File: src/rtl/pps_pkg.sv
`timescale 1ns / 1ps
// ----------------------------------------------------------------------------
// pps_pkg
// Shared widths, codes, the arctangent table and small helpers for the
// pure pursuit steering block.
// ----------------------------------------------------------------------------
package pps_pkg;

    localparam int CORDIC_STEPS_DEF = 24;

    // CORDIC datapath: x/y hold up to about 2^34, z a wrapped binary angle
    localparam int CW = 36;
    localparam int ZW = 34;

    // serial multiplier operands and product
    localparam int MW = 32;
    localparam int PW = 2 * MW;

    // square root of a 65-bit sum of squares
    localparam int SQ_IN_W = 65;
    localparam int ROOT_W  = 33;
    localparam int SQ_REM_W = 37;

    // divider for the arc turn rate
    localparam int DIV_NW = 53;
    localparam int DIV_DW = 47;

    localparam logic signed [CW-1:0] GAIN_Q30 = 36'sd652032874;
    localparam logic [MW-1:0] PI_Q29 = 32'd1686629713;
    localparam logic signed [31:0] QUARTER = 32'sh40000000;
    localparam logic signed [31:0] NEG_QUARTER = -32'sh40000000;

    // result status codes
    localparam logic [2:0] ST_ARC      = 3'd0;
    localparam logic [2:0] ST_GOAL     = 3'd1;
    localparam logic [2:0] ST_NOPATH   = 3'd2;
    localparam logic [2:0] ST_STRAIGHT = 3'd3;
    localparam logic [2:0] ST_SHARP    = 3'd4;

    // CORDIC modes
    localparam logic CM_VECTOR = 1'b0;
    localparam logic CM_ROTATE = 1'b1;

    function automatic logic [31:0] atan_bam(input logic [4:0] i);
        logic [31:0] v;
        case (i)
            5'd0: v = 32'h20000000;  5'd1: v = 32'h12E4051E;
            5'd2: v = 32'h09FB385B;  5'd3: v = 32'h051111D4;
            5'd4: v = 32'h028B0D43;  5'd5: v = 32'h0145D7E1;
            5'd6: v = 32'h00A2F61E;  5'd7: v = 32'h00517C55;
            5'd8: v = 32'h0028BE53;  5'd9: v = 32'h00145F2F;
            5'd10: v = 32'h000A2F98; 5'd11: v = 32'h000517CC;
            5'd12: v = 32'h00028BE6; 5'd13: v = 32'h000145F3;
            5'd14: v = 32'h0000A2FA; 5'd15: v = 32'h0000517D;
            5'd16: v = 32'h000028BE; 5'd17: v = 32'h0000145F;
            5'd18: v = 32'h00000A30; 5'd19: v = 32'h00000518;
            5'd20: v = 32'h0000028C; 5'd21: v = 32'h00000146;
            5'd22: v = 32'h000000A3; 5'd23: v = 32'h00000051;
            5'd24: v = 32'h00000029; 5'd25: v = 32'h00000014;
            5'd26: v = 32'h0000000A; 5'd27: v = 32'h00000005;
            5'd28: v = 32'h00000003; 5'd29: v = 32'h00000001;
            5'd30: v = 32'h00000001;
            default: v = 32'h00000000;
        endcase
        return v;
    endfunction

    // clamp a magnitude with sign into the signed 32-bit range
    function automatic logic [31:0] sat_s32(input logic [63:0] mag, input logic neg);
        logic [31:0] r;
        if (neg) begin
            r = (mag >= 64'h80000000) ? 32'h80000000 : 32'(-mag);
        end else begin
            r = (mag > 64'h7FFFFFFF) ? 32'h7FFFFFFF : mag[31:0];
        end
        return r;
    endfunction

    function automatic logic [31:0] abs_s33(input logic signed [32:0] v);
        logic [32:0] m;
        m = v[32] ? 33'(-v) : 33'(v);
        return m[31:0];
    endfunction

endpackage

File: src/rtl/pps_div.sv
`timescale 1ns / 1ps
// ----------------------------------------------------------------------------
// pps_div
// Restoring divider, one quotient bit per cycle.
// ----------------------------------------------------------------------------
module pps_div
    import pps_pkg::*;
(
    input  logic              aclk,
    input  logic              aresetn,
    input  logic              start,
    input  logic [DIV_NW-1:0] dividend,
    input  logic [DIV_DW-1:0] divisor,
    output logic              done,
    output logic [DIV_NW-1:0] quotient
);

    localparam int CNT_W = $clog2(DIV_NW);

    logic              busy_reg;
    logic              done_reg;
    logic [CNT_W-1:0]  cnt_reg;
    logic [DIV_DW:0]   rem_reg;
    logic [DIV_NW-1:0] q_reg;
    logic [DIV_DW-1:0] den_reg;
    logic [DIV_DW:0]   rem_sh;
    logic              fits;

    always_comb begin
        rem_sh = {rem_reg[DIV_DW-1:0], q_reg[DIV_NW-1]};
        fits   = (rem_sh >= {1'b0, den_reg});
    end

    always_ff @(posedge aclk) begin
        if (!aresetn) begin
            busy_reg <= 1'b0;
            done_reg <= 1'b0;
            cnt_reg  <= '0;
        end else begin
            done_reg <= 1'b0;
            if (start && !busy_reg) begin
                q_reg    <= dividend;
                den_reg  <= divisor;
                rem_reg  <= '0;
                cnt_reg  <= '0;
                busy_reg <= 1'b1;
            end else if (busy_reg) begin
                rem_reg <= fits ? rem_sh - {1'b0, den_reg} : rem_sh;
                q_reg   <= {q_reg[DIV_NW-2:0], fits};
                cnt_reg <= cnt_reg + 1'b1;
                if (cnt_reg == CNT_W'(DIV_NW - 1)) begin
                    busy_reg <= 1'b0;
                    done_reg <= 1'b1;
                end
            end
        end
    end

    assign done     = done_reg;
    assign quotient = q_reg;

endmodule

File: config.mk
export PLATFORM = sky130hd
export DESIGN_NAME = pps_div
export DESIGN_NICKNAME = d
export VERILOG_FILES = /design/src/rtl/pps_pkg.sv /design/src/rtl/pps_div.sv
export SDC_FILE = /design/constraint.sdc
export NUM_CORES = 1
export LEC_CHECK = 0
export ABC_AREA = 1
export ABC_CLOCK_PERIOD_IN_PS = 7100
export BUFFER_PORTS_ARGS = -buffer_cell sky130_fd_sc_hd__buf_2
export CORE_ASPECT_RATIO = 0.6
export CORE_MARGIN = 1
export CORE_UTILIZATION = 45
export CTS_CLUSTER_DIAMETER = 50
export CTS_CLUSTER_SIZE = 14
export DETAILED_ROUTE_END_ITERATION = 8
export PLACE_DENSITY = 0.65
export SLEW_MARGIN = 25
export SYNTH_ARGS = -nofsm -noshare
export SYNTH_HDL_FRONTEND = slang
export SYNTH_SLANG_ARGS = --single-unit
File: constraint.sdc
create_clock -name aclk -period 7.1 [get_ports aclk]
set_input_delay 0.355 -clock aclk [delete_from_list [all_inputs] [get_ports aclk]]
set_output_delay 0.355 -clock aclk [all_outputs]
set_load 0.05 [all_outputs]
==> flow_metrics.py <==
metrics = {
    "status": {
        "status": "finished clean",
    },
    "timing": {
        "finalSetupViolCount": 0,
        "min_period_ns": 3.43,
        "timing.final.crit_share_pct": 48.4,
        "hold_viol": 0,
        "relSlewSlack_pct": 32.6,
        "finClkSkew_ns": 0.00957,
        "timing.setup.tns_ns": 0,
        "worst_pin_slew_ns": 1.01,
        "drv_slew": 0,
        "rsz0062_at_grt": "false",
        "max_freq_mhz": 291,
    },
    "clocking": {
        "htreeDepth": 4,
        "root_buffer": "clkbuf_16",
        "cts_resized": 0,
        "postCtsHoldBufs": 0,
        "clock_sink_count": 155,
        "cts_tree": "built",
        "numCtsBuffers": 17,
        "post-cts-setup-buffers": 0,
        "clk_path_buf_depth": 2,
        "path_clk_slew_ns": 0.07,
        "clkLatencyLatePin_ns": 0.44,
    },
    "worst_setup_path": {
        "cpMostUsedCell": "nand2_1",
        "reg2reg_from": "quotient[52]",
        "crit_buf_inv": 4,
        "cp_slowest_stage_delay_ns": 0.56,
        "path_max_fanout": 42,
        "crit_type": "reg2reg",
        "critPathSlowestCell": "buf_4",
        "ff2ff_setup_slack_ns": 3.67,
        "cp_data_arrival_time_ns": 3.75,
        "cpLargestDelayFamily": "simple AND/OR/NAND/NOR gates",
        "required_ns": 7.42,
        "reg2regPathDepth": 17,
        "end_kind": "flip-flop",
        "r2r-end": "rem_reg[35]",
        "crit_path_start_kind": "flip-flop",
        "crit_chain": "inv_1 -> ha_1 -> fa_1 -> inv_1 -> nand2_1 -> nand2_1 -> nand3_1 -> nand2_1 -> nand2_1 -> nand2_1 -> nand2_1 -> nand4_4 -> buf_4 -> nand2_4 -> nand2_1 -> nand2_1 -> inv_1",
    },
    "yosys": {
        "ys_top_cells_by_area": "edfxtp_1, nand2_1, inv_1",
        "synthFlopType": "edfxtp_1",
        "async_reset_ff_share_pct": 0,
        "synth-simple-area-share_pct": 35.4,
        "avgSynthCellArea_sq_um": 6.95,
        "synth_top_family_by_area": "simple AND/OR/NAND/NOR gates",
        "synth-compound-area-share_pct": 1.73,
        "synth_xor_area_share_pct": 1.90,
        "yosysUniqueCellTypes": 32,
        "yosysMostFrequentCell": "nand2_1",
        "syn-num-nets": 1682,
        "ys_top_cells_by_count": "nand2_1, inv_1, edfxtp_1",
        "synth_edf_count": 147,
        "synth_top_area_cell": "edfxtp_1",
        "syn_area_sq_um": 10600,
        "synthCells": 1529,
        "synth.area.mux_share_pct": 0,
        "yosysSeqAreaShare_pct": 43.0,
        "synth_adder_area_share_pct": 5.96,
        "yosysWarnings": 0,
        "synth.ff_latch_count": 155,
        "synth_top_area_share_pct": 41.5,
    },
    "worst_hold_path": {
        "whs_path_depth": 1,
        "holdPathEnd": "den_reg[34]",
        "min_from": "divisor[34]",
        "min_path_type": "in2reg",
    },
    "floorplanning": {
        "dieArea_sq_um": 24300,
        "core-area_sq_um": 23100,
        "die_x_microns": 200,
        "io_pins": 157,
        "rows": 43,
        "die_h_microns": 121,
        "start_util_pct": 45.9,
    },
    "final_layout": {
        "nets": 1836,
        "largest_reg_flops": 53,
        "antenna_cells": 0,
        "syn2layout_area_growth_pct": 16.3,
        "final_layout_size_suffix_gt1_share_pct": 13.3,
    },
    "global_routing": {
        "antenna_found_initial": 0,
        "globalRouteTotalUtil_pct": 25.7,
        "overflow": 0,
        "grt_pass1_wl_microns": 47600,
        "first_global_vias": 8703,
        "grt_start_max_net_pins": 76,
    },
    "drt": {
        "wl_microns": 30100,
        "vias_per_cell": 4.77,
        "drtPass1Iterations": 5,
        "post-route-drc-count": 0,
        "drt_iter0_drc": 1061,
        "ant_nets": 0,
        "num_vias": 9597,
        "wl_per_cell_microns": 15.0,
    },
    "placement": {
        "io_buffers": 156,
        "routabilityCongestion": 0.975,
        "hpwl_microns": 23500,
    },
    "flow_run": {
        "maxCapViolCount": 0,
    },
    "power_and_ir_drop": {
        "leakagePower_uw": 0.00667,
        "total_power_uw": 3220,
        "seqPwrFrac_pct": 36.3,
        "vdd_drop_max_mv": 0.204,
        "p_int_uw": 2050,
        "pwr_density_cell_nw_per_um2": 261,
        "p_sw_uw": 1170,
        "pwr-share-clk_pct": 30.6,
        "comb_power_share_pct": 33.0,
        "p_sw_share_pct": 36.4,
    },
}
[logic make-up (layout without fill, tap and decap cells)]
group | count (synthesis) | after routing
adder cells (fa/ha/maj) | 50 | 50
flip-flops | 155 | 155
buffers and inverters | 329 | 496
AND/OR/NAND/NOR | 937 | 937
AO/OA/AOI/OAI | 35 | 35
XOR/XNOR | 23 | 23
[per-stage QoR]
step	cell area, sq um	utilization, %	std cells	hold WS (ns)	setup slack, ns
2_1_floorplan	10600	-	1529	0.454	1.16
5_1_grt	12400	53.5	2011	0.0540	3.35
6_report	12400	53.5	2011	0.0818	3.67
4_1_cts	12400	53.5	2011	0.0530	3.71
3_3_place_gp	11700	50.7	1979	0.491	3.85
3_5_place_dp	11700	50.7	1979	0.499	3.73
[placed cells by master (no fill, tap or decap), types with 2 or more instances in the layout]
cell / instances
buf_2: 156
nand2_1: 679
inv_6: 3
bufinv_16: 4
clkinvlp_4: 3
nand4_1: 9
nor2_1: 134
nand3b_1: 5
ha_1: 49
and2_1: 3
inv_1: 300
inv_2: 2
nor3_1: 10
nor2_2: 19
clkbuf_16: 17
a21oi_1: 29
xnor2_1: 21
nor2_4: 4
clkinv_2: 3
nand3_1: 65
xor2_1: 2
dfxtp_1: 8
nand2_2: 4
buf_4: 5
nor3b_1: 2
edfxtp_1: 147
[routing by layer]
| metal | track usage (%) | routed length (microns) | part of all wire (%) |
|---|---|---|---|
| met3 | 5.21 | 2440 | 8.1 |
| met2 | 32.1 | 10900 | 36 |
| met1 | 43.0 | 16500 | 55 |
| met4 | 5.63 | 249 | 0.83 |
| met5 | 0 | 0 | 0 |
[worst register-to-register path: stages (launching register included)]
cell	delay [ns]
edfxtp_1	0.38
inv_1	0.06
ha_1	0.22
fa_1	0.41
inv_1	0.11
nand2_1	0.06
nand2_1	0.07
nand3_1	0.06
nand2_1	0.14
nand2_1	0.06
nand2_1	0.12
nand2_1	0.11
nand4_4	0.42
buf_4	0.57
nand2_4	0.28
nand2_1	0.14
nand2_1	0.05
inv_1	0.04
[power by group through the flow]
| stage | sequential [uW] | clock [uW] | combinational, uW |
|---|---|---|---|
| 6_report | 1170 | 987 | 1060 |
| 5_1_grt | 1180 | 1040 | 1200 |
| 4_1_cts | 1170 | 1010 | 1050 |
| 3_5_place_dp | 1190 | 0 | 1040 |
| 3_3_place_gp | 1190 | 0 | 1030 |
| 2_1_floorplan | 1280 | 0 | 686 |
[how the worst max path moves through the flow]
stage	start	to	slack (ns)	cells after the start
after floorplan	busy_reg	quotient[0]	1.16	3
after global placement	rem_reg[43]	rem_reg[41]	3.85	14
after detailed placement	quotient[52]	rem_reg[41]	3.73	17
after CTS	quotient[52]	rem_reg[41]	3.71	17
after global routing	quotient[52]	rem_reg[41]	3.35	17
final	quotient[52]	rem_reg[35]	3.67	17
[cell type report]
type | instances | area (sq um)
inverter | 303 | 1140
sequential | 155 | 4570
timing repair buffer | 161 | 818
fill | 2369 | 10800
tap | 315 | 394
multi-input combinational | 1045 | 4810
clock inverter | 13 | 188
clock buffer | 19 | 443
Power figures use the tool's default switching activity.
