===== config.mk =====
export PLATFORM = sky130hd
export DESIGN_NAME = pps_mul
export DESIGN_NICKNAME = d
export VERILOG_FILES = /design/src/rtl/pps_pkg.sv /design/src/rtl/pps_mul.sv
export SDC_FILE = /design/constraint.sdc
export NUM_CORES = 1
export LEC_CHECK = 0
export BUFFER_PORTS_ARGS = -buffer_cell sky130_fd_sc_hd__buf_2
export CAP_MARGIN = 25
export CORE_AREA = 2 2 108 110
export DETAILED_ROUTE_END_ITERATION = 10
export DIE_AREA = 0 0 110 112
export GPL_TIMING_DRIVEN = 0
export PLACE_DENSITY = 0.77
export SETUP_SLACK_MARGIN = 0.15
export SYNTH_ARGS = -nofsm -noshare
export SYNTH_HDL_FRONTEND = slang
export SYNTH_SLANG_ARGS = --single-unit

===== constraint.sdc =====
create_clock -name aclk -period 5.9 [get_ports aclk]
set_input_delay 1.77 -clock aclk [delete_from_list [all_inputs] [get_ports aclk]]
set_output_delay 1.77 -clock aclk [all_outputs]
set_load 0.05 [all_outputs]

===== src/rtl/pps_pkg.sv =====
`timescale 1ns / 1ps
// ----------------------------------------------------------------------------
// pps_pkg
// Shared widths, codes, the arctangent table and small helpers for the
// pure pursuit steering block.
// ----------------------------------------------------------------------------
package pps_pkg;

    localparam int CORDIC_STEPS_DEF = 24;

    // CORDIC datapath: x/y hold up to about 2^34, z a wrapped binary angle
    localparam int CW = 36;
    localparam int ZW = 34;

    // serial multiplier operands and product
    localparam int MW = 32;
    localparam int PW = 2 * MW;

    // square root of a 65-bit sum of squares
    localparam int SQ_IN_W = 65;
    localparam int ROOT_W  = 33;
    localparam int SQ_REM_W = 37;

    // divider for the arc turn rate
    localparam int DIV_NW = 53;
    localparam int DIV_DW = 47;

    localparam logic signed [CW-1:0] GAIN_Q30 = 36'sd652032874;
    localparam logic [MW-1:0] PI_Q29 = 32'd1686629713;
    localparam logic signed [31:0] QUARTER = 32'sh40000000;
    localparam logic signed [31:0] NEG_QUARTER = -32'sh40000000;

    // result status codes
    localparam logic [2:0] ST_ARC      = 3'd0;
    localparam logic [2:0] ST_GOAL     = 3'd1;
    localparam logic [2:0] ST_NOPATH   = 3'd2;
    localparam logic [2:0] ST_STRAIGHT = 3'd3;
    localparam logic [2:0] ST_SHARP    = 3'd4;

    // CORDIC modes
    localparam logic CM_VECTOR = 1'b0;
    localparam logic CM_ROTATE = 1'b1;

    function automatic logic [31:0] atan_bam(input logic [4:0] i);
        logic [31:0] v;
        case (i)
            5'd0: v = 32'h20000000;  5'd1: v = 32'h12E4051E;
            5'd2: v = 32'h09FB385B;  5'd3: v = 32'h051111D4;
            5'd4: v = 32'h028B0D43;  5'd5: v = 32'h0145D7E1;
            5'd6: v = 32'h00A2F61E;  5'd7: v = 32'h00517C55;
            5'd8: v = 32'h0028BE53;  5'd9: v = 32'h00145F2F;
            5'd10: v = 32'h000A2F98; 5'd11: v = 32'h000517CC;
            5'd12: v = 32'h00028BE6; 5'd13: v = 32'h000145F3;
            5'd14: v = 32'h0000A2FA; 5'd15: v = 32'h0000517D;
            5'd16: v = 32'h000028BE; 5'd17: v = 32'h0000145F;
            5'd18: v = 32'h00000A30; 5'd19: v = 32'h00000518;
            5'd20: v = 32'h0000028C; 5'd21: v = 32'h00000146;
            5'd22: v = 32'h000000A3; 5'd23: v = 32'h00000051;
            5'd24: v = 32'h00000029; 5'd25: v = 32'h00000014;
            5'd26: v = 32'h0000000A; 5'd27: v = 32'h00000005;
            5'd28: v = 32'h00000003; 5'd29: v = 32'h00000001;
            5'd30: v = 32'h00000001;
            default: v = 32'h00000000;
        endcase
        return v;
    endfunction

    // clamp a magnitude with sign into the signed 32-bit range
    function automatic logic [31:0] sat_s32(input logic [63:0] mag, input logic neg);
        logic [31:0] r;
        if (neg) begin
            r = (mag >= 64'h80000000) ? 32'h80000000 : 32'(-mag);
        end else begin
            r = (mag > 64'h7FFFFFFF) ? 32'h7FFFFFFF : mag[31:0];
        end
        return r;
    endfunction

    function automatic logic [31:0] abs_s33(input logic signed [32:0] v);
        logic [32:0] m;
        m = v[32] ? 33'(-v) : 33'(v);
        return m[31:0];
    endfunction

endpackage


===== src/rtl/pps_mul.sv =====
`timescale 1ns / 1ps
// ----------------------------------------------------------------------------
// pps_mul
// Unsigned shift-add multiplier, one multiplier bit per cycle.
// ----------------------------------------------------------------------------
module pps_mul
    import pps_pkg::*;
(
    input  logic          aclk,
    input  logic          aresetn,
    input  logic          start,
    input  logic [MW-1:0] op_a,
    input  logic [MW-1:0] op_b,
    output logic          busy,
    output logic          done,
    output logic [PW-1:0] product
);

    localparam int CNT_W = $clog2(MW);

    logic             busy_reg;
    logic             done_reg;
    logic [CNT_W-1:0] cnt_reg;
    logic [MW-1:0]    a_reg;
    logic [PW-1:0]    p_reg;
    logic [MW-1:0]    addend;
    logic [MW:0]      sum;
    logic [PW-1:0]    p_next;

    always_comb begin
        addend = p_reg[0] ? a_reg : '0;
        sum    = {1'b0, p_reg[PW-1:MW]} + {1'b0, addend};
        p_next = {sum, p_reg[MW-1:1]};
    end

    always_ff @(posedge aclk) begin
        if (!aresetn) begin
            busy_reg <= 1'b0;
            done_reg <= 1'b0;
            cnt_reg  <= '0;
        end else begin
            done_reg <= 1'b0;
            if (start && !busy_reg) begin
                a_reg    <= op_a;
                p_reg    <= {{MW{1'b0}}, op_b};
                cnt_reg  <= '0;
                busy_reg <= 1'b1;
            end else if (busy_reg) begin
                p_reg   <= p_next;
                cnt_reg <= cnt_reg + 1'b1;
                if (cnt_reg == CNT_W'(MW - 1)) begin
                    busy_reg <= 1'b0;
                    done_reg <= 1'b1;
                end
            end
        end
    end

    assign busy    = busy_reg;
    assign done    = done_reg;
    assign product = p_reg;

endmodule


==> results of run 1 <==
[metrics by stage]
step	instance area (um^2)	total power [W]	hold slack [ns]	util	setup WS (ns)
3_5_place_dp	6583	0.001476	0.5260	0.5891	1.723
2_1_floorplan	5734	0.001340	0.5384	-	2.215
5_1_grt	6882	0.002165	0.5777	0.6158	1.944
3_3_place_gp	6574	0.001463	0.5223	0.5883	1.286
4_1_cts	6882	0.002081	0.5447	0.6158	2.112
6_report	6882	0.002071	0.5413	0.6158	2.190
[cell families after synthesis]
kind of cell / Yosys count / synth area share
flip-flops: 103 / 0.5272
buffers and inverters: 31 / 0.02204
XOR/XNOR: 22 / 0.03360
AND/OR/NAND/NOR: 250 / 0.2047
AO/OA/AOI/OAI: 104 / 0.1296
adder cells (fa/ha/maj): 35 / 0.07768
multiplexers: 3 / 0.005237
[power by group through the flow]
stage	sequential (W)	combinational, W	clock, W
after detailed placement	0.000916	0.000560	0
after global placement	0.000915	0.000547	0
after floorplan	0.00106	0.000283	0
after global routing	0.000906	0.000615	0.000643
after CTS	0.000901	0.000563	0.000618
final	0.000900	0.000564	0.000606
[cell usage after synthesis, drive strengths merged, types with 4 or more instances]
library cell,count,share of area
a21o,21,0.029
o21ai,15,0.016
nor2b,5,0.0055
inv,4,0.0026
and2,37,0.040
clkbuf,19,0.012
nor3,6,0.0052
xor2,10,0.015
buf,8,0.0070
nor2,30,0.020
a31oi,8,0.0087
nand3,11,0.0096
edfxtp,96,0.50
a21boi,4,0.0052
nand2,126,0.082
a21oi,29,0.028
nand2b,4,0.0044
ha,34,0.074
xnor2,12,0.018
dfxtp,7,0.024
nor3b,6,0.0079
and3,13,0.014
[metal layers]
metal / vias up / wire, um / track usage
li1: 2260 / - / -
met1: 2174 / 5583 / 0.2835
met2: 151 / 6272 / 0.3501
met3: 22 / 805 / 0.05035
met4: 0 / 274 / 0.08776
met5: - / 0 / 0
[final cells by class]
cell class              count  area, um^2
repair buffers            132       660.6
multi-input cells         414        2594
well taps                 143       178.9
inverters                   4       15.01
flip-flops and latches    103        3023
fillers                   930        4293
plain buffers              27       111.4
clock inverters             6       70.07
clock buffers              10       229.0
[tightest hold or removal path: cells and delay by family (launching register included)]
kind	cells	cell delay (ns)
simple gates	2	0.10
flops	1	0.34
[worst min-delay path by stage]
stage,startpoint,end,slack (ns)
6_report,product[16]$_DFFE_PP_,product[15]$_DFFE_PP_,0.54
3_3_place_gp,product[11]$_DFFE_PP_,product[10]$_DFFE_PP_,0.52
3_5_place_dp,product[31]$_DFFE_PP_,product[30]$_DFFE_PP_,0.53
4_1_cts,product[16]$_DFFE_PP_,product[15]$_DFFE_PP_,0.54
5_1_grt,product[15]$_DFFE_PP_,product[14]$_DFFE_PP_,0.58
2_1_floorplan,cnt_reg[0]$_SDFFE_PP0P_,cnt_reg[0]$_SDFFE_PP0P_,0.54
==> results.tsv, run 1 <==
stage	metric	value	unit
place	gp_congestion	0.9391	
place	place_hpwl	9263	um
critical_path	path_class	in -> reg	
critical_path	reg2reg_slack	2.66	ns
die	die_x	110	um
final_layout	layout-drive-gt1-share	0.2313	
timing	slew_headroom	0.3904	
die	core	11170	um^2
final_layout	finalNetCount	793	
critical_path	crit_start	start	
critical_path	cpPeakStageDelay	0.81	ns
critical_path	crit_top_cell	clkbuf_1	
logic_synthesis	avgSynthCellArea	10.46	um^2
critical_path	reg2reg_from	product[0]$_DFFE_PP_	
power_and_ir_drop	power_frac_seq	0.435	
power_and_ir_drop	pwr-share-comb	0.273	
clocking	cts.clk_slew.worst_paths	0.08	ns
logic_synthesis	synth_edf_count	96	
global_routing	grt_pass1_wl	20930	um
timing	fin_crit	3.710	ns
critical_path	worstSetupEndpoint	a_reg[11]$_DFFE_PP_	
timing	fmax	269.5	MHz
run_status	outcome	finished clean	
die	row_count	39	
clocking	ctsHoldBuffers	0	
logic_synthesis	yosys_warnings	0	
logic_synthesis	synth.distinct_cells	54	
final_layout	final_cells	839	
critical_path	cp_max_fo	32	
timing	clock_skew	0.01121	ns
global_routing	antenna_found_initial	0	
clocking	cts_tree	built	
critical_path	start_kind	input pin	
die	die_y	112	um
timing	fin_crit_sh	0.6289	
worst_hold_path	hold_depth	2	
die	initial_core_util	0.5132	
route	ant_nets	0	
route	drc	0	
final_layout	largest_reg_flops	64	
global_routing	gr-total-overflow	0	
clocking	clkLatencyLatePin	0.36	ns
critical_path	critPathTopFamily	buffers and inverters	
timing	tightest_slew	0.9144	ns
timing	setup_viol	0	
global_routing	grt.total_usage	0.2182	
logic_synthesis	syn_inst	548	
global_routing	grt_pass1_vias	4553	
clocking	cts_resized	0	
route	drt_iter0_drc	375	
route	drt_pass1_iterations	5	
die	io_pins	133	
clocking	htreeDepth	3	
power_and_ir_drop	p_per_area	300.9	nW/um^2
logic_synthesis	netlist_area	5734	um^2
logic_synthesis	yosysSeqAreaShare	0.5272	
final_layout	final_cell_mix	buf_2, nand2_1, edfxtp_1	
timing	hold_violations	0	
timing	finalSetupTns	0	ns
clocking	root_buffer	clkbuf_16	
place	placed_cells	823	
global_routing	grt_max_degree	66	
logic_synthesis	synth_ff_type	edfxtp_1	
timing	slew_violations	0	
route	viasPerCell	5.491	
place	numPortBuffers	132	
logic_synthesis	ys_ff_latch	103	
critical_path	ff2ff_path_depth	10	
critical_path	worst-path-buf-inv	3	
critical_path	required	5.89	ns
clocking	cts_made_buffers	9	
power_and_ir_drop	switching_share	0.3308	
critical_path	r2r_end	product[61]$_SDFFCE_PP0P_	
route	routed_wl	12940	um
final_layout	area_delta_synth_final	20.01	%
power_and_ir_drop	ir_drop	0.0001747	V
die	die_area	12320	um^2
route	drt-wirelength-per-cell	15.42	um
logic_synthesis	synth_async_sr_flop_share	0	
power_and_ir_drop	p_int	0.001386	W
critical_path	critPathSlowestCell	and2_2	
final_layout	antenna-diode-count	0	
power_and_ir_drop	p_clk_frac	0.293	
critical_path	path_depth	5	
clocking	clock_sinks	103	
final_layout	final_common_cell	buf_2	
clocking	clk_path_buf_depth	2	
critical_path	critical_path.cell_chain	buf_2 -> nor2b_1 -> clkbuf_1 -> clkbuf_1 -> and2_2	
worst_hold_path	hp-class	reg -> reg	
critical_path	cp-end-kind	flip-flop	
power_and_ir_drop	leakage	3.071	nW
job	maxCapViolCount	0	
power_and_ir_drop	switchingPower	0.0006849	W
clocking	cts_setup_buffers	0	
timing	rsz0062_at_grt	no	
route	vias	4607	
critical_path	cp_data_arrival_time	3.70	ns
logic_synthesis	postSynthNetCount	650	
No activity file was read; power rests on OpenSTA's default activity.
==> inputs of run 2 (changes only) <==
CORE_AREA = 2 2 112 114   (was 2 2 108 110)
DIE_AREA = 0 0 114 116   (was 0 0 110 112)
PLACE_DENSITY = 0.75   (was 0.77)
clock period = 3.1 ns   (was 5.9 ns; I/O delays follow)
==> results.tsv, run 2 (synthesized netlist as in run 1, its figures left out) <==
stage	metric	value	unit
clocking	htreeDepth	3	
clocking	clk_path_buf_depth	2	
critical_path	path_class	reg -> reg	
place	numPortBuffers	132	
timing	fmax	336.3	MHz
final_layout	design_area	7246	um^2
timing	tightest_slew	0.9702	ns
route	drt-wirelength-per-cell	16.84	um
route	ant_nets	0	
power_and_ir_drop	leakage	3.187	nW
global_routing	antenna_found_initial	0	
die	die_area	13220	um^2
place	pre_cts_slack	-0.2445	ns
power_and_ir_drop	ir_drop	0.0003271	V
die	io_pins	133	
place	post_dp_cell_area	6598	um^2
critical_path	ff2ff_path_depth	11	
clocking	root_buffer	clkbuf_16	
route	vias	4756	
timing	fin_crit	2.974	ns
place	place_hpwl	9733	um
die	die_y	116	um
worst_hold_path	hp-class	reg -> reg	
critical_path	cp-end-kind	flip-flop	
timing	slew_violations	0	
route	drc	0	
critical_path	critPathSlowestCell	edfxtp_1	
clocking	cts_tree	built	
critical_path	cpPeakStageDelay	0.42	ns
timing	setup_viol	0	
critical_path	cp_max_fo	7	
final_layout	final_cell_mix	buf_2, nand2_1, edfxtp_1	
global_routing	grt.total_usage	0.2104	
route	viasPerCell	5.576	
route	routed_wl	14370	um
final_layout	fillCellCount	1008	
worst_hold_path	hold_depth	2	
final_layout	multi_input_area	2798	um^2
critical_path	cp_data_arrival_time	3.09	ns
power_and_ir_drop	p_per_area	567.4	nW/um^2
route	drt_iter0_drc	331	
clocking	ctsHoldBuffers	0	
timing	clock_skew	0.01129	ns
timing	hold_violations	0	
clocking	clock_sinks	103	
critical_path	critical_path.cell_chain	buf_12 -> clkbuf_8 -> and2_1 -> fa_2 -> a21oi_4 -> o21ai_2 -> a221oi_4 -> o21ai_2 -> a21o_4 -> a311o_1 -> and3_1	
timing	slew_headroom	0.3532	
global_routing	gr-total-overflow	0	
critical_path	crit_top_cell	o21ai_2	
clocking	cts_made_buffers	9	
die	row_count	40	
place	gp_congestion	0.8993	
clocking	cts.clk_slew.worst_paths	0.07	ns
final_layout	antenna-diode-count	0	
timing	rsz0062_at_grt	yes	
global_routing	grt_pass1_vias	4569	
final_layout	layout-drive-gt1-share	0.2946	
clocking	clkLatencyLatePin	0.36	ns
final_layout	largest_reg_flops	64	
die	core	11910	um^2
final_layout	area_delta_synth_final	26.36	%
global_routing	grt_pass1_wl	21850	um
timing	fin_crit_sh	0.9593	
critical_path	start_kind	flip-flop	
job	maxCapViolCount	0	
final_layout	final_common_cell	buf_2	
run_status	outcome	finished clean	
timing	worst_slack	0.1263	ns
final_layout	regArea	3023	um^2
die	initial_core_util	0.4814	
final_layout	finalNetCount	803	
critical_path	required	3.21	ns
die	die_x	114	um
route	drt_pass1_iterations	6	
global_routing	grt_max_degree	66	
run 2: path summary, 6_finish.rpt:
check / from / end / slack (ns)
max: product[0]$_DFFE_PP_ / product[61]$_SDFFCE_PP0P_ / 0.13
min: product[16]$_DFFE_PP_ / product[15]$_DFFE_PP_ / 0.55
max reg2reg: product[0]$_DFFE_PP_ / product[61]$_SDFFCE_PP0P_ / 0.13
min reg2reg: product[16]$_DFFE_PP_ / product[15]$_DFFE_PP_ / 0.55
run 2: critical path, delay by kind of cell (launching register included):
kind / cells / cell delay, ns
simple gates: 2 / 0.34
buf+inv: 2 / 0.32
flops: 1 / 0.42
fa+ha+maj: 1 / 0.41
compound gates: 6 / 1.23
run 2: per-stage QoR:
stage	utilization	total power, W	hold slack, ns	setup TNS [ns]	std cells
finish	0.6083	0.004112	0.5522	0	853
global route	0.6083	0.004281	0.5862	-0.04269	853
CTS	0.5887	0.004046	0.5519	0	848
detailed placement	0.5539	0.002816	0.5374	-7.815	827
global placement	0.5533	0.002788	0.5194	-20.34	827
floorplan	-	0.002550	0.5384	0	548
run 2: what timing repair did:
item	CTS	global route
gates resized for setup	19	38
endpoints found under the setup margin	27	47
setup buffers	4	4
gates cloned	1	1
pin swaps	3	6
run 2: routing by layer:
layer,track usage,wire [um],part of all wire
met1,0.2522,5844,0.41
met2,0.3683,7272,0.51
met3,0.06119,998,0.069
met4,0.06504,250,0.017
met5,0,0,0
run 2: power breakdown:
part	leakage, nW	switching [W]	internal [W]
combinational	2.06	0.000775	0.000402
clock	0.152	0.000570	0.000647
sequential	0.972	0.0000559	0.00166
run 2: cell type report:
| cell class | count | area share |
|---|---|---|
| flip-flops and latches | 103 | 0.4172 |
| multi-input cells | 414 | 0.3861 |
| repair buffers | 142 | 0.1062 |
| clock buffers | 9 | 0.03108 |
| well taps | 147 | 0.02538 |
| plain buffers | 27 | 0.01969 |
| clock inverters | 7 | 0.01226 |
| inverters | 4 | 0.002072 |
