<file path="config.mk">
export PLATFORM = sky130hd
export DESIGN_NAME = pps_cordic
export DESIGN_NICKNAME = d
export VERILOG_FILES = /design/src/rtl/pps_pkg.sv /design/src/rtl/pps_cordic.sv
export SDC_FILE = /design/constraint.sdc
export NUM_CORES = 1
export LEC_CHECK = 0
export BUFFER_PORTS_ARGS = -buffer_cell sky130_fd_sc_hd__buf_2
export CAP_MARGIN = 20
export CELL_PAD_IN_SITES_DETAIL_PLACEMENT = 0
export CELL_PAD_IN_SITES_GLOBAL_PLACEMENT = 1
export CORE_MARGIN = 3
export CORE_UTILIZATION = 47
export CTS_BUF_LIST = sky130_fd_sc_hd__clkbuf_16
export CTS_CLUSTER_DIAMETER = 50
export DETAILED_ROUTE_END_ITERATION = 7
export PLACE_DENSITY_LB_ADDON = 0.3
export SYNTH_ARGS = -nofsm -noshare
export SYNTH_HDL_FRONTEND = slang
export SYNTH_SLANG_ARGS = --single-unit
export TNS_END_PERCENT = 10
</file>
<file path="constraint.sdc">
create_clock -name aclk -period 9.3 [get_ports aclk]
set_input_delay 1.86 -clock aclk [delete_from_list [all_inputs] [get_ports aclk]]
set_output_delay 1.86 -clock aclk [all_outputs]
set_load 0.02 [all_outputs]
</file>
<file path="src/rtl/pps_pkg.sv">
`timescale 1ns / 1ps
// ----------------------------------------------------------------------------
// pps_pkg
// Shared widths, codes, the arctangent table and small helpers for the
// pure pursuit steering block.
// ----------------------------------------------------------------------------
package pps_pkg;

    localparam int CORDIC_STEPS_DEF = 24;

    // CORDIC datapath: x/y hold up to about 2^34, z a wrapped binary angle
    localparam int CW = 36;
    localparam int ZW = 34;

    // serial multiplier operands and product
    localparam int MW = 32;
    localparam int PW = 2 * MW;

    // square root of a 65-bit sum of squares
    localparam int SQ_IN_W = 65;
    localparam int ROOT_W  = 33;
    localparam int SQ_REM_W = 37;

    // divider for the arc turn rate
    localparam int DIV_NW = 53;
    localparam int DIV_DW = 47;

    localparam logic signed [CW-1:0] GAIN_Q30 = 36'sd652032874;
    localparam logic [MW-1:0] PI_Q29 = 32'd1686629713;
    localparam logic signed [31:0] QUARTER = 32'sh40000000;
    localparam logic signed [31:0] NEG_QUARTER = -32'sh40000000;

    // result status codes
    localparam logic [2:0] ST_ARC      = 3'd0;
    localparam logic [2:0] ST_GOAL     = 3'd1;
    localparam logic [2:0] ST_NOPATH   = 3'd2;
    localparam logic [2:0] ST_STRAIGHT = 3'd3;
    localparam logic [2:0] ST_SHARP    = 3'd4;

    // CORDIC modes
    localparam logic CM_VECTOR = 1'b0;
    localparam logic CM_ROTATE = 1'b1;

    function automatic logic [31:0] atan_bam(input logic [4:0] i);
        logic [31:0] v;
        case (i)
            5'd0: v = 32'h20000000;  5'd1: v = 32'h12E4051E;
            5'd2: v = 32'h09FB385B;  5'd3: v = 32'h051111D4;
            5'd4: v = 32'h028B0D43;  5'd5: v = 32'h0145D7E1;
            5'd6: v = 32'h00A2F61E;  5'd7: v = 32'h00517C55;
            5'd8: v = 32'h0028BE53;  5'd9: v = 32'h00145F2F;
            5'd10: v = 32'h000A2F98; 5'd11: v = 32'h000517CC;
            5'd12: v = 32'h00028BE6; 5'd13: v = 32'h000145F3;
            5'd14: v = 32'h0000A2FA; 5'd15: v = 32'h0000517D;
            5'd16: v = 32'h000028BE; 5'd17: v = 32'h0000145F;
            5'd18: v = 32'h00000A30; 5'd19: v = 32'h00000518;
            5'd20: v = 32'h0000028C; 5'd21: v = 32'h00000146;
            5'd22: v = 32'h000000A3; 5'd23: v = 32'h00000051;
            5'd24: v = 32'h00000029; 5'd25: v = 32'h00000014;
            5'd26: v = 32'h0000000A; 5'd27: v = 32'h00000005;
            5'd28: v = 32'h00000003; 5'd29: v = 32'h00000001;
            5'd30: v = 32'h00000001;
            default: v = 32'h00000000;
        endcase
        return v;
    endfunction

    // clamp a magnitude with sign into the signed 32-bit range
    function automatic logic [31:0] sat_s32(input logic [63:0] mag, input logic neg);
        logic [31:0] r;
        if (neg) begin
            r = (mag >= 64'h80000000) ? 32'h80000000 : 32'(-mag);
        end else begin
            r = (mag > 64'h7FFFFFFF) ? 32'h7FFFFFFF : mag[31:0];
        end
        return r;
    endfunction

    function automatic logic [31:0] abs_s33(input logic signed [32:0] v);
        logic [32:0] m;
        m = v[32] ? 33'(-v) : 33'(v);
        return m[31:0];
    endfunction

endpackage

</file>
<file path="src/rtl/pps_cordic.sv">
`timescale 1ns / 1ps
// ----------------------------------------------------------------------------
// pps_cordic
// Iterative CORDIC, one micro-rotation per cycle: vectoring for atan2,
// rotation for sine.
// ----------------------------------------------------------------------------
module pps_cordic
    import pps_pkg::*;
#(
    parameter int CORDIC_STEPS = CORDIC_STEPS_DEF
) (
    input  logic                 aclk,
    input  logic                 aresetn,
    input  logic                 start,
    input  logic                 mode,
    input  logic signed [CW-1:0] x_in,
    input  logic signed [CW-1:0] y_in,
    input  logic signed [ZW-1:0] z_in,
    output logic                 busy,
    output logic                 done,
    output logic signed [CW-1:0] y_out,
    output logic signed [ZW-1:0] z_out
);

    localparam logic [5:0] LAST = 6'(CORDIC_STEPS);

    logic                 busy_reg;
    logic                 done_reg;
    logic                 mode_reg;
    logic [5:0]           cnt_reg;
    logic signed [CW-1:0] x_reg;
    logic signed [CW-1:0] y_reg;
    logic signed [ZW-1:0] z_reg;
    logic [4:0]           idx;
    logic signed [CW-1:0] sx;
    logic signed [CW-1:0] sy;
    logic signed [ZW-1:0] ang;
    logic                 ccw;
    logic signed [CW-1:0] x_next;
    logic signed [CW-1:0] y_next;
    logic signed [ZW-1:0] z_next;

    always_comb begin
        idx = cnt_reg[4:0];
        sx  = x_reg >>> idx;
        sy  = y_reg >>> idx;
        ang = {2'b00, atan_bam(idx)};
        ccw = (mode_reg == CM_VECTOR) ? y_reg[CW-1] : !z_reg[ZW-1];
        if (ccw) begin
            x_next = x_reg - sy;
            y_next = y_reg + sx;
            z_next = z_reg - ang;
        end else begin
            x_next = x_reg + sy;
            y_next = y_reg - sx;
            z_next = z_reg + ang;
        end
    end

    always_ff @(posedge aclk) begin
        if (!aresetn) begin
            busy_reg <= 1'b0;
            done_reg <= 1'b0;
            cnt_reg  <= '0;
        end else begin
            done_reg <= 1'b0;
            if (start && !busy_reg) begin
                busy_reg <= 1'b1;
                mode_reg <= mode;
                cnt_reg  <= '0;
                if (mode == CM_ROTATE) begin
                    x_reg <= x_in;
                    y_reg <= y_in;
                    z_reg <= z_in;
                end else if (x_in == '0 && y_in == '0) begin
                    // zero vector: angle zero, skip the iterations
                    x_reg   <= '0;
                    y_reg   <= '0;
                    z_reg   <= '0;
                    cnt_reg <= LAST;
                end else if (x_in[CW-1]) begin
                    // fold the left half plane by a quarter turn
                    if (!y_in[CW-1]) begin
                        x_reg <= y_in;
                        y_reg <= -x_in;
                        z_reg <= {2'b00, 32'h40000000};
                    end else begin
                        x_reg <= -y_in;
                        y_reg <= x_in;
                        z_reg <= {2'b00, 32'hC0000000};
                    end
                end else begin
                    x_reg <= x_in;
                    y_reg <= y_in;
                    z_reg <= '0;
                end
            end else if (busy_reg) begin
                if (cnt_reg == LAST) begin
                    busy_reg <= 1'b0;
                    done_reg <= 1'b1;
                end else begin
                    x_reg   <= x_next;
                    y_reg   <= y_next;
                    z_reg   <= z_next;
                    cnt_reg <= cnt_reg + 1'b1;
                end
            end
        end
    end

    assign busy  = busy_reg;
    assign done  = done_reg;
    assign y_out = y_reg;
    assign z_out = z_reg;

endmodule

</file>
==> results of run 1 <==
==> critical path, delay by kind of cell, from the launching register on <==
kind / cells / cell delay, ps
flops: 1 / 880
buf+inv: 1 / 590
mux: 1 / 400
fa+ha+maj: 1 / 400
xor+xnor: 1 / 120
simple gates: 9 / 2600
compound gates: 9 / 2220
==> through the flow <==
stage	instance area, um^2	instances	util	power, W
after global placement	21200	3030	0.511	0.00664
after detailed placement	21200	3030	0.511	0.00671
final	21800	3063	0.526	0.00763
after CTS	21800	3062	0.526	0.00748
after global routing	21800	3062	0.526	0.00818
after floorplan	19900	2427	-	0.00515
==> cell usage after synthesis, types with 47 or more instances <==
library cell	count	area, um^2
nand2_1	217	815
o21ai_0	204	1020
a21oi_1	200	1000
nor2_1	184	691
xnor2_1	131	1150
xor2_1	121	1060
ha_1	117	1460
edfxtp_1	107	3210
clkbuf_1	88	330
nand3_1	73	365
inv_1	64	240
nor3_1	49	245
mux4_2	48	1080
mux2i_1	47	470
==> worst max-delay path by stage <==
stage	start	to	slack, ps	cells after the start
4_1_cts	cnt_reg[1]$_SDFFE_PN0P_	y_out[34]$_DFFE_PP_	1880	22
5_1_grt	cnt_reg[1]$_SDFFE_PN0P_	y_out[34]$_DFFE_PP_	1320	22
3_3_place_gp	cnt_reg[1]$_SDFFE_PN0P_	y_out[34]$_DFFE_PP_	1990	22
6_report	cnt_reg[1]$_SDFFE_PN0P_	y_out[34]$_DFFE_PP_	1760	22
3_5_place_dp	cnt_reg[1]$_SDFFE_PN0P_	y_out[34]$_DFFE_PP_	1910	22
2_1_floorplan	start	x_reg[0]$_DFFE_PP_	1450	6
==> layer usage <==
layer	share of wire	vias to the layer above	global-route usage
met2	0.41	1124	0.490
li1	-	9438	-
met1	0.44	9919	0.516
met3	0.12	119	0.108
met4	0.027	4	0.112
met5	0.00022	-	0
==> final cells by class <==
| cell class | count | area share |
|---|---|---|
| Multi-Input combinational cell | 2068 | 0.692 |
| Timing Repair Buffer | 218 | 0.0550 |
| Sequential cell | 145 | 0.183 |
| Inverter | 67 | 0.0116 |
| Antenna cell | 1 | 0.000115 |
| Clock inverter | 13 | 0.00558 |
| Clock buffer | 19 | 0.0218 |
| Tap cell | 532 | 0.0306 |
==> cell families after synthesis <==
group                    count (synthesis)  share of synthesized area
AO/OA/AOI/OAI                          804                      0.260
XOR/XNOR                               252                      0.111
adder cells (fa/ha/maj)                120                     0.0764
buffers and inverters                  214                     0.0475
flip-flops                             145                      0.199
multiplexers                           157                      0.128
AND/OR/NAND/NOR                        735                      0.178
==> layout by cell type (no fill, tap or decap), drive strengths merged, types with 23 or more instances in the layout <==
cell      n
mux2i    48
nor4     23
nor3     50
nand2b   35
a21oi   200
ha      117
a22oi    27
nor2    184
o21ai   205
o211ai   35
edfxtp  107
buf     218
nor2b    25
a31oi    35
a211oi   24
mux2     41
xor2    121
and3     23
inv      71
a21o     45
or3      24
mux4     68
dfxtp    38
nand2   217
nand3    74
o31ai    37
xnor2   131
==> power breakdown <==
| part | internal [W] | switching, W | total (W) |
|---|---|---|---|
| registers | 0.00103 | 0.000406 | 0.00144 |
| logic | 0.00219 | 0.00327 | 0.00546 |
| clock network | 0.000402 | 0.000329 | 0.000731 |
| total | 0.00363 | 0.00400 | 0.00763 |
==> results.toml, run 1 <==
[grt]
grt_start_max_net_pins = 84
grt_pass1_wl_mm = 119
antenna_found_initial = 6
grtUsageTotal = 0.352
grt-ovfl-total = 0
grt_pass1_vias = 19100

[power_and_ir_drop]
powerDensity_nw_per_um2 = 351
vdd_drop_max_mv = 0.135
leakage_nw = 8.45

[worst_setup_path]
cp.required_ps = 9520
worstSetupPathType = "register to register"
end_kind = "register"
cp_cell_sequence = "buf_4, mux4_2, a32o_1, a2111oi_1, a21oi_1, or2_1, nor3_2, nand3_2, or4b_1, o31ai_1, xor2_1, ha_1, nand4_1, or2_2, o221ai_1, a2111oi_0, or3_1, o311ai_0, a21oi_1, nand2b_1, nand3_1, o211ai_1"
slowest_delay_ps = 880
path_max_fanout = 63
crit_path_top_delay_cell = "dfxtp_4"
r2r-start = "cnt_reg[1]$_SDFFE_PN0P_"
worst_r2r_endpoint = "y_out[34]$_DFFE_PP_"
r2r_cells = 22
cp.arrival_ps = 7760
start_kind = "register"
crit_top_cell = "a21oi_1"
rrSetupSlack_ps = 1760

[logic_synthesis]
synth-edff-count = 107
syn_inst = 2427
syn_nets = 2657
ys_ff_latch = 145
seq_area_frac_synth = 0.199
synthFlopType = "edfxtp_1"
ys_warn_count = 0
avgSynthCellArea_um2 = 8.22
synthArstFlopShare = 0
synth_cell_types = 93
netlist_area_um2 = 19900

[timing]
hold_ws_ps = 497
fin_tns_setup_ps = 0
rsz0062_at_grt = "false"
fin_crit_sh = 0.811
finClkSkew_ps = 23.2
setup_viol = 0
timing.final.crit_period_ps = 7540
max_freq_mhz = 133
worstMarginPinSlew_ps = 1250
slew_headroom = 0.165
slew_viol_final = 0
fin_ws_ps = 1760
finalHoldViolCount = 0

[final_layout]
n_fill_cell = 4004
multi_input_area_um2 = 15100
finalNetCount = 2747
sequential_cell_area_um2 = 3990
syn_to_final_growth_pct = 9.09
drive_above_1_share = 0.147

[clock_tree]
cts_tree = "built"
cts_buffers = 17
clock_latency_ps = 510
cts.sinks = 145
clockBufferDepth = 2
post_cts_buffers = 0
clock-root-buffer = "clkbuf_16"
cts_resized = 0
cts_hold_buf = 0
cts.clk_slew.worst_paths_ps = 70
cts.htree.levels = 4

[worst_hold_path]
hold_depth = 2
holdCritPathClass = "register to register"
worstHoldStart = "cnt_reg[5]$_SDFFE_PN0P_"
hold_path_end = "cnt_reg[5]$_SDFFE_PN0P_"

[die]
core_area_um2 = 41400
initial_core_util = 0.482
die-area_um2 = 45000
die_x_um = 212
die_h_um = 212
ioPinCount = 182
row_count = 74

[route]
drt_wl_total_mm = 80.4
detail_route.wl_per_cell_um = 26.3
dr.pass1.iters = 5
initialDrtViolationCount = 2462
routed_via_density = 6.73
drc_errors = 0
vias = 20600
drtAntennaViolNets = 0

[flow_run]
maxCapViolations = 0

[place]
dp_hpwl_mm = 61.8
port_buffers = 181
routabilityCongestion = 0.978
pre_cts_slack_ps = 1910

[run_status]
outcome = "finished clean"
Power figures use the tool's default switching activity.
==> run 2: changes to the inputs <==
Settings changed: ABC_AREA set to 1, CORE_UTILIZATION 47 to 43.
Clock period 9.3 ns to 7.6 ns, I/O delays scaled along.
==> results.toml, run 2 <==
[timing]
worstMarginPinSlew_ps = 1080
setup_viol = 0
slew_viol_final = 0
finalHoldViolCount = 0
rsz0062_at_grt = "false"
finClkSkew_ps = 15.5
timing.final.crit_period_ps = 6100
fin_tns_setup_ps = 0
max_freq_mhz = 164
fin_crit_sh = 0.802
slew_headroom = 0.278

[power_and_ir_drop]
vdd_drop_max_mv = 0.200
leakage_nw = 10.9
power.total_w = 0.00832
powerDensity_nw_per_um2 = 360

[worst_setup_path]
worstSetupPathType = "register to register"
cp.required_ps = 7750
path_buf_inv = 4
critPathTopFamily = "compound AO/OA/AOI/OAI gates"
start_kind = "register"
end_kind = "register"
path_max_fanout = 58
slowest_delay_ps = 700
cp.arrival_ps = 6250
crit_path_top_delay_cell = "inv_2"

[grt]
grt_pass1_wl_mm = 144
grt_start_max_net_pins = 107
grt-ovfl-total = 0
grt_pass1_vias = 23700
grtUsageTotal = 0.355
antenna_found_initial = 2

[logic_synthesis]
syn_nets = 3826
synthFlopType = "edfxtp_1"
netlist_area_um2 = 21300
synth_common_cells = "1038 x nand2_1, 538 x nand3_1, 290 x nor2_1"
synth.area.top_cells = "nand2_1 18%, edfxtp_1 15%, nand3_1 13%"
ys_warn_count = 0
synthArstFlopShare = 0
ys_ff_latch = 145
yosys.cell_count.top_type = "nand2_1"
seq_area_frac_synth = 0.187
avgSynthCellArea_um2 = 5.91
synth_cell_types = 56
synth_top_area_frac = 0.183
syn_inst = 3596
yosysTopAreaCell = "nand2_1"
synth-edff-count = 107

[route]
dr.pass1.iters = 7
drt_wl_total_mm = 95.9
vias = 26000
initialDrtViolationCount = 3752
routed_via_density = 6.01
drtAntennaViolNets = 0
drc_errors = 0
detail_route.wl_per_cell_um = 22.1

[die]
ioPinCount = 182
die-area_um2 = 52100
die_h_um = 228
row_count = 80
core_area_um2 = 48200
die_x_um = 228
initial_core_util = 0.441

[clock_tree]
post_cts_buffers = 0
clockBufferDepth = 2
cts_resized = 0
clock-root-buffer = "clkbuf_16"
cts_hold_buf = 0
cts.clk_slew.worst_paths_ps = 70
cts.sinks = 145
cts_buffers = 17
cts_tree = "built"
cts.htree.levels = 4
clock_latency_ps = 480

[place]
place_area_um2 = 22500
port_buffers = 181
routabilityCongestion = 1.01
dp_hpwl_mm = 76.6

[worst_hold_path]
holdCritPathClass = "register to register"

[flow_run]
maxCapViolations = 0

[final_layout]
syn_to_final_growth_pct = 8.67
drive_above_1_share = 0.0807
finalNetCount = 3897
stdcell_area_um2 = 23100
final_cell_mix = "1037 x nand2_1, 538 x nand3_1, 288 x nor2_1"
final_common_cell = "nand2_1"

[run_status]
outcome = "finished clean"
==> run 2: cell count changes in the layout (fill, tap and decap cells not counted), sizes merged, moves of 68 or more <==
cell / before / now
nor2: 184 / 300
mux4: 68 / 0
nand2: 217 / 1045
o21ai: 205 / 291
nand3: 74 / 540
inv: 71 / 293
xnor2: 131 / 43
==> run 2: path summary, 6_finish.rpt <==
check,endpoint,slack [ps],from,cells after the start
worst max-delay path,y_out[28]$_DFFE_PP_,1500,cnt_reg[0]$_SDFFE_PN0P_,27
worst min-delay path,cnt_reg[5]$_SDFFE_PN0P_,520,cnt_reg[5]$_SDFFE_PN0P_,2
worst max register to register,y_out[28]$_DFFE_PP_,1500,cnt_reg[0]$_SDFFE_PN0P_,27
worst min register to register,cnt_reg[5]$_SDFFE_PN0P_,520,cnt_reg[5]$_SDFFE_PN0P_,2
==> run 2: power breakdown <==
part	total, W	switching [W]	internal [W]	leakage [nW]
clock network	0.000865	0.000380	0.000485	0.275
registers	0.00157	0.000395	0.00117	1.33
logic	0.00589	0.00396	0.00193	9.30
total	0.00832	0.00474	0.00358	10.9
==> run 2: kinds of logic after synthesis <==
family,synth area share
simple gates,0.404
fa+ha+maj,0.0717
flops,0.187
xor+xnor,0.0548
buf+inv,0.0853
compound gates,0.197
==> run 2: through the flow <==
step | hold slack (ps) | cells | worst slack (ps) | util
floorplan | 460 | 3596 | 815 | -
global placement | 491 | 4304 | 1810 | 0.467
detailed placement | 506 | 4304 | 1770 | 0.467
CTS | 520 | 4335 | 1760 | 0.479
global route | 594 | 4335 | 1050 | 0.479
finish | 516 | 4337 | 1500 | 0.479
==> run 2: layout make-up <==
type | count | area (um^2)
antenna | 2 | 5.00
clock buffer | 17 | 425
clock inverter | 14 | 156
fill | 5368 | 25100
inverter | 291 | 1090
multi-input combinational | 3004 | 15500
sequential | 145 | 3980
tap | 656 | 821
timing repair buffer | 208 | 1120
==> run 2: worst register-to-register path, stage by stage (launching register included) <==
cell and delay, ps:
dfxtp_2 320, inv_2 700, buf_4 410, nand2_1 80, nand3_1 80, nand3_1 100, nand2_1 90, nand2_1 50
nand3_1 120, nand2_1 130, ha_1 240, nor2_1 140, xor2_1 170, inv_1 150, ha_1 410, nand2_1 100
nand3_1 70, o21ai_0 150, o21ai_0 500, inv_1 120, o21bai_1 440, nand3_1 140, nand3_1 180, nand2_1 70
o211ai_1 150, a21oi_1 100, o21ai_0 260, o211ai_1 290
==> run 2: routing by layer <==
metal | share of wire | track usage | vias up | wire length (um)
met5 | 0 | 0 | - | 0
met4 | 0.046 | 0.147 | 0 | 4420
met3 | 0.11 | 0.0670 | 191 | 10600
met2 | 0.41 | 0.514 | 1440 | 39100
met1 | 0.44 | 0.515 | 12000 | 41800
li1 | - | - | 12400 | -
